[config.mk]
export PLATFORM = sky130hd
export DESIGN_NAME = scr_centroid
export DESIGN_NICKNAME = d
export VERILOG_FILES = /design/src/hw/rtl/scr_pkg.sv /design/src/hw/rtl/scr_centroid.sv
export SDC_FILE = /design/constraint.sdc
export NUM_CORES = 1
export LEC_CHECK = 0
export BUFFER_PORTS_ARGS = -buffer_cell sky130_fd_sc_hd__buf_2
export CAP_MARGIN = 20
export CORE_UTILIZATION = 30
export CTS_CLUSTER_SIZE = 40
export DETAILED_ROUTE_END_ITERATION = 10
export GPL_TIMING_DRIVEN = 0
export PLACE_DENSITY = 0.49
export SLEW_MARGIN = 30
export SYNTH_ARGS = -nofsm -noshare
export SYNTH_HDL_FRONTEND = slang
export SYNTH_SLANG_ARGS = --single-unit
[constraint.sdc]
create_clock -name i_clk -period 11 [get_ports i_clk]
set_input_delay 1.65 -clock i_clk [delete_from_list [all_inputs] [get_ports i_clk]]
set_output_delay 1.65 -clock i_clk [all_outputs]
set_load 0.02 [all_outputs]
[src/hw/rtl/scr_pkg.sv]
// ----------------------------------------------------------------------------
// scr_pkg
// Shared constants and control types for the spectral centroid and rolloff
// block.
// ----------------------------------------------------------------------------
`default_nettype none

package scr_pkg;

    // Sample rate register and result widths.
    localparam int SR_W  = 18;
    localparam int OUT_W = 17;
    localparam int APB_W = 32;

    localparam logic [SR_W-1:0] SR_RESET = 18'd44100;

    // Rolloff threshold: cum * ROLL_DEN >= total * ROLL_NUM.
    localparam logic [6:0] ROLL_NUM = 7'd85;
    localparam logic [6:0] ROLL_DEN = 7'd100;

    // Register index of the sample rate register.
    localparam logic REG_SAMPLE_RATE = 1'b0;

    typedef struct packed {
        logic start;
    } t_cen_ctl;

    typedef struct packed {
        logic busy;
        logic done;
    } t_cen_sts;

endpackage

`default_nettype wire

[src/hw/rtl/scr_centroid.sv]
// ----------------------------------------------------------------------------
// scr_centroid
// Iterative centroid unit: a restoring divide of the weighted sum by the
// total, a bit-serial fraction pass over the sample rate, and a final
// multiply-add and scale by the FFT size.
// ----------------------------------------------------------------------------
`default_nettype none

module scr_centroid
    import scr_pkg::*;
#(
    parameter int FFT_SIZE = 4096,
    parameter int MAG_BITS = 24,
    localparam int DEPTH   = FFT_SIZE / 2,
    localparam int CNT_W   = $clog2(DEPTH + 1),
    localparam int TOT_W   = MAG_BITS + CNT_W,
    localparam int WT_W    = MAG_BITS + 2 * CNT_W,
    localparam int LOG_FFT = $clog2(FFT_SIZE)
) (
    input  wire logic             i_clk,
    input  wire logic             i_rst_n,
    input  wire t_cen_ctl         i_ctl,
    input  wire logic [WT_W-1:0]  i_weighted,
    input  wire logic [TOT_W-1:0] i_total,
    input  wire logic [SR_W-1:0]  i_sample_rate,
    output t_cen_sts              o_sts,
    output logic      [OUT_W-1:0] o_centroid
);

    localparam int STEP_W = $clog2(WT_W);
    localparam int SC_W   = CNT_W + SR_W + 1;

    localparam logic [2:0] C_IDLE = 3'd0;
    localparam logic [2:0] C_DIV  = 3'd1;
    localparam logic [2:0] C_FRAC = 3'd2;
    localparam logic [2:0] C_MUL  = 3'd3;
    localparam logic [2:0] C_DONE = 3'd4;

    logic [2:0]        r_state;
    logic [2:0]        n_state;
    logic [STEP_W-1:0] r_step;
    logic [TOT_W-1:0]  r_den;
    logic [WT_W-1:0]   r_num;
    logic [TOT_W-1:0]  r_rem;
    logic [TOT_W-1:0]  r_facc;
    logic [SR_W-1:0]   r_sr;
    logic [SR_W-1:0]   r_srate;
    logic [SR_W-1:0]   r_fq;
    logic [OUT_W-1:0]  r_result;

    // Restoring divide step.
    logic [TOT_W:0]    div_sh;
    logic [TOT_W:0]    div_diff;
    logic              div_ge;

    // Fraction step: floor(rem * sample_rate / total), one rate bit a cycle.
    logic [TOT_W+1:0]  fr_sum;
    logic [TOT_W+1:0]  fr_den1;
    logic [TOT_W+1:0]  fr_den2;
    logic [TOT_W+1:0]  fr_diff;
    logic              fr_ge1;
    logic              fr_ge2;
    logic [SR_W-1:0]   fr_q;

    logic [CNT_W+SR_W-1:0] mul_prod;
    logic [SC_W-1:0]       mul_sum;
    logic [SC_W-1:0]       mul_scaled;

    assign div_sh   = {r_rem, r_num[WT_W-1]};
    assign div_diff = div_sh - {1'b0, r_den};
    assign div_ge   = div_sh >= {1'b0, r_den};

    assign fr_den1 = {2'b00, r_den};
    assign fr_den2 = {1'b0, r_den, 1'b0};
    assign fr_sum  = {1'b0, r_facc, 1'b0} + (r_sr[SR_W-1] ? {2'b00, r_rem} : '0);
    assign fr_ge2  = fr_sum >= fr_den2;
    assign fr_ge1  = fr_sum >= fr_den1;
    assign fr_diff = fr_sum - (fr_ge2 ? fr_den2 : (fr_ge1 ? fr_den1 : '0));
    assign fr_q    = {r_fq[SR_W-2:0], 1'b0} + SR_W'({fr_ge2, fr_ge1 & ~fr_ge2});

    // The integer quotient never exceeds DEPTH, the largest bin weight.
    assign mul_prod   = r_num[CNT_W-1:0] * r_srate;
    assign mul_sum    = SC_W'(mul_prod) + SC_W'(r_fq);
    assign mul_scaled = mul_sum >> LOG_FFT;

    always_comb begin
        n_state = r_state;
        case (r_state)
            C_IDLE: begin
                if (i_ctl.start) begin
                    n_state = (i_total == '0) ? C_DONE : C_DIV;
                end
            end
            C_DIV: begin
                if (r_step == '0) begin
                    n_state = C_FRAC;
                end
            end
            C_FRAC: begin
                if (r_step == '0) begin
                    n_state = C_MUL;
                end
            end
            C_MUL:   n_state = C_DONE;
            C_DONE:  n_state = C_IDLE;
            default: n_state = C_IDLE;
        endcase
    end

    always_ff @(posedge i_clk) begin
        if (!i_rst_n) begin
            r_state <= C_IDLE;
            r_step  <= '0;
        end else begin
            r_state <= n_state;
            case (r_state)
                C_IDLE: r_step <= STEP_W'(WT_W - 1);
                C_DIV:  r_step <= (r_step == '0) ? STEP_W'(SR_W - 1) : r_step - 1'b1;
                C_FRAC: r_step <= r_step - 1'b1;
                default: r_step <= r_step;
            endcase
        end
    end

    always_ff @(posedge i_clk) begin
        case (r_state)
            C_IDLE: begin
                if (i_ctl.start) begin
                    r_den    <= i_total;
                    r_num    <= i_weighted;
                    r_rem    <= '0;
                    r_facc   <= '0;
                    r_fq     <= '0;
                    r_sr     <= i_sample_rate;
                    r_srate  <= i_sample_rate;
                    r_result <= '0;
                end
            end
            C_DIV: begin
                r_rem <= div_ge ? div_diff[TOT_W-1:0] : div_sh[TOT_W-1:0];
                r_num <= {r_num[WT_W-2:0], div_ge};
            end
            C_FRAC: begin
                r_facc <= fr_diff[TOT_W-1:0];
                r_fq   <= fr_q;
                r_sr   <= {r_sr[SR_W-2:0], 1'b0};
            end
            C_MUL: begin
                r_result <= mul_scaled[OUT_W-1:0];
            end
            default: begin
                r_result <= r_result;
            end
        endcase
    end

    assign o_sts.busy = (r_state != C_IDLE);
    assign o_sts.done = (r_state == C_DONE);
    assign o_centroid = r_result;

endmodule

`default_nettype wire

==> flow_metrics.env <==
export IMPL_clk_pin_slew_ps=60
export IMPL_maxCapViolations=0
export IMPL_hpwl_um=56850
export IMPL_multi_input_area_mm2=0.01554
export IMPL_antenna_found_initial=2
export IMPL_finalHoldViolCount=0
export IMPL_grt_pass1_vias=19672
export IMPL_dp_cells=3724
export IMPL_crit_path_max_incr_delay_ps=570
export IMPL_place_gp_congestion=0.8889
export IMPL_synth_async_reset_ratio_pct=0
export IMPL_drt_initial_drc_count=1079
export IMPL_row_count=102
export IMPL_critPathCaptureType="register"
export IMPL_ys_types=80
export IMPL_core_mm2=0.07798
export IMPL_cts_buffers=34
export IMPL_cts_num_sinks=236
export IMPL_drcViolationCount=0
export IMPL_avgRoutedWirePerCell_um=18.38
export IMPL_required_ps=11270
export IMPL_grt_start_max_net_pins=40
export IMPL_clock_path_buffers=3
export IMPL_finalWirelength_um=69570
export IMPL_die_area_mm2=0.08047
export IMPL_ys_ff_latch=236
export IMPL_syn2layout_area_growth_pct=13.50
export IMPL_setup_violations=0
export IMPL_synth_flop_cell="edfxtp_1"
export IMPL_rrSetupSlack_ps=530
export IMPL_grt_usage_pct=17.22
export IMPL_grt_first_pass_wirelength_um=108900
export IMPL_drive_above_1_share_pct=7.796
export IMPL_start_util_pct=30.52
export IMPL_syn_area_per_cell_um2=9.315
export IMPL_holdPathStages=2
export IMPL_antenna_left=0
export IMPL_rsz0062_at_grt="no"
export IMPL_slew_headroom_pct=30.44
export IMPL_worst_path_stages=35
export IMPL_worst_pin_slew_ps=1034
export IMPL_max_freq_ghz=0.09556
export IMPL_crit_family="compound AO/OA/AOI/OAI gates"
export IMPL_diodes=0
export IMPL_worst_r2r_cell_count=35
export IMPL_numPortBuffers=123
export IMPL_layout_nets=3255
export IMPL_grt_overflow_total=0
export IMPL_path_buf_inv=4
export IMPL_cts_tree="yes"
export IMPL_synth_fp_nets=3088
export IMPL_vias=18846
export IMPL_start_kind="register"
export IMPL_fillers=7982
export IMPL_die_x_um=283.7
export IMPL_root_buffer="clkbuf_16"
export IMPL_insertion_delay_ps=540
export IMPL_worstPathMaxFanout=10
export IMPL_status="finished, final reports clean"
export IMPL_fin_worst_skew_ps=24.52
export IMPL_syn_area_mm2=0.02380
export IMPL_endpoint="r_facc[34]"
export IMPL_ys_warn_count=0
export IMPL_crit_start="r_sr[17]"
export IMPL_instances_no_fill=3785
export IMPL_dr_pass1_iters=5
export IMPL_min_path_type="reg -> reg"
export IMPL_h_tree_depth=2
export IMPL_synthCells=2555
export IMPL_cts_hold_buffers=0
export IMPL_yosysSeqAreaShare_pct=29.40
export IMPL_die_height_um=283.7
export IMPL_io_pins=124
export IMPL_critPathArrivalTime_ps=10730
export IMPL_worstSetupPathType="reg -> reg"
export IMPL_post_route_period_util_pct=95.14
export IMPL_seq_area_mm2=0.006997
export IMPL_r2r_start="r_sr[17]"
export IMPL_period_minus_slack_ps=10470
export IMPL_r2r_end="r_facc[34]"
export IMPL_hp_start="r_num[40]"
export IMPL_slowest_stage="a221oi_2"
export IMPL_slew_violations=0
export IMPL_synth_edff_count=227
export IMPL_viasPerCell=4.979
worst min-delay path by stage:
stage	to	slack, ps
after floorplan	r_num[13]	480
after global routing	r_num[34]	530
final	r_num[41]	510
after global placement	r_num[44]	490
after CTS	r_sr[1]	510
after detailed placement	r_sr[1]	500
sequential cells by signal, indices dropped and copies added, names as in the netlist:
signal and cells:
o_centroid 17, r_sr 18, r_state 3, r_srate 18, r_rem 36, r_step 6
r_den 36, r_fq 18, r_facc 36, r_num 48
worst register-to-register path, delay by kind of cell (launching register included):
family,cells,cell delay (ps)
AOI/OAI and AO/OA,20,5780
and+or+nand+nor,7,1660
buffers and inverters,4,1240
adders and majority gates,3,1040
DFF,1,320
xor gates and xnor gates,1,170
cell usage in the layout, fill, tap and decap left out, types with 20 or more instances in the layout:
cell type  synthesis  final
and2_1           136    136
inv_1            252    251
buf_2              2    125
xnor2_1           77     77
fa_1             178    178
nor2_1           186    186
o21ai_0           70     69
clkbuf_1          88     90
a211oi_1          24     23
nand2_1          413    411
mux2i_1           33     33
nand3_1           26     26
ha_1             250    250
a21o_1            74     74
o21a_1            25     25
xor2_1            43     43
nor2b_1           20     20
a21oi_1          115    115
a22oi_1           38     38
edfxtp_1         227    227
nor3_1            36     36
clkbuf_16          0     35
cells in the mapped netlist (all sizes together), types with 4 or more instances:
| master | instances | area, um2 |
|---|---|---|
| a31oi | 12 | 75.07 |
| o211a | 4 | 40.04 |
| and4 | 7 | 61.31 |
| nor2 | 186 | 698.2 |
| o2111ai | 4 | 35.03 |
| o31ai | 10 | 75.07 |
| nor4 | 16 | 100.1 |
| dfxtp | 9 | 180.2 |
| xnor2 | 77 | 674.4 |
| edfxtp | 227 | 6817 |
| nor3b | 7 | 52.55 |
| a211o | 7 | 61.31 |
| or3 | 5 | 31.28 |
| a21o | 74 | 555.5 |
| nand2 | 413 | 1550 |
| inv | 252 | 945.9 |
| nand4 | 19 | 118.9 |
| o21a | 25 | 187.7 |
| buf | 6 | 43.79 |
| xor2 | 43 | 376.6 |
| clkbuf | 89 | 335.3 |
| ha | 250 | 3128 |
| nor3 | 36 | 180.2 |
| o21ai | 72 | 364.1 |
| a221oi | 10 | 93.84 |
| and2 | 136 | 850.8 |
| o211ai | 13 | 97.59 |
| mux2i | 33 | 330.3 |
| nor2b | 20 | 125.1 |
| a21oi | 116 | 584.3 |
| nand3 | 26 | 130.1 |
| a22oi | 38 | 285.3 |
| a211oi | 25 | 192.7 |
| and3 | 16 | 100.1 |
| fa | 178 | 3563 |
| nand2b | 19 | 118.9 |
| a31o | 4 | 35.04 |
| o21bai | 19 | 142.6 |
per-layer routing:
layer | track usage [%] | wire, um
met1 | 21.96 | 30650
met2 | 29.35 | 33060
met3 | 3.063 | 3770
met4 | 5.514 | 2068
met5 | 0 | 11
layout make-up:
class / instances / share of cell area (%)
clock buffer: 42 / 3.451
tap: 1040 / 4.817
timing repair buffer: 131 / 2.816
clock inverter: 17 / 0.5558
buffer: 95 / 1.413
multi-input combinational: 1971 / 57.52
inverter: 253 / 3.525
sequential: 236 / 25.90
logic make-up after synthesis:
kind of cell,after synthesis,share of synthesized area [%]
mux,33,1.388
flops,236,29.40
fa+ha+maj,429,28.16
buf+inv,348,5.583
simple gates,921,17.84
compound gates,468,13.22
xor+xnor,120,4.416
through the flow:
step	setup TNS (ps)	utilization, %	hold WS [ps]	worst slack [ps]	area [um2]
final	0	34.64	510.4	534.9	27010
after global routing	0	34.64	533.3	29.07	27010
after CTS	0	34.59	514.6	82.86	26980
after detailed placement	-2441	33.19	498.9	-638.7	25880
after global placement	-4003	32.98	488.9	-709.8	25720
after floorplan	0	-	483.6	2885	23800
timing repair:
item	CTS	global route
setup buffers	0	1
pin swaps	0	0
gates resized for setup	3	4
setup endpoints to repair	7	10
Power is left out: the tool's default activity adds up to more than one toggle a clock period on the data nets, which glitch-free logic cannot reach.
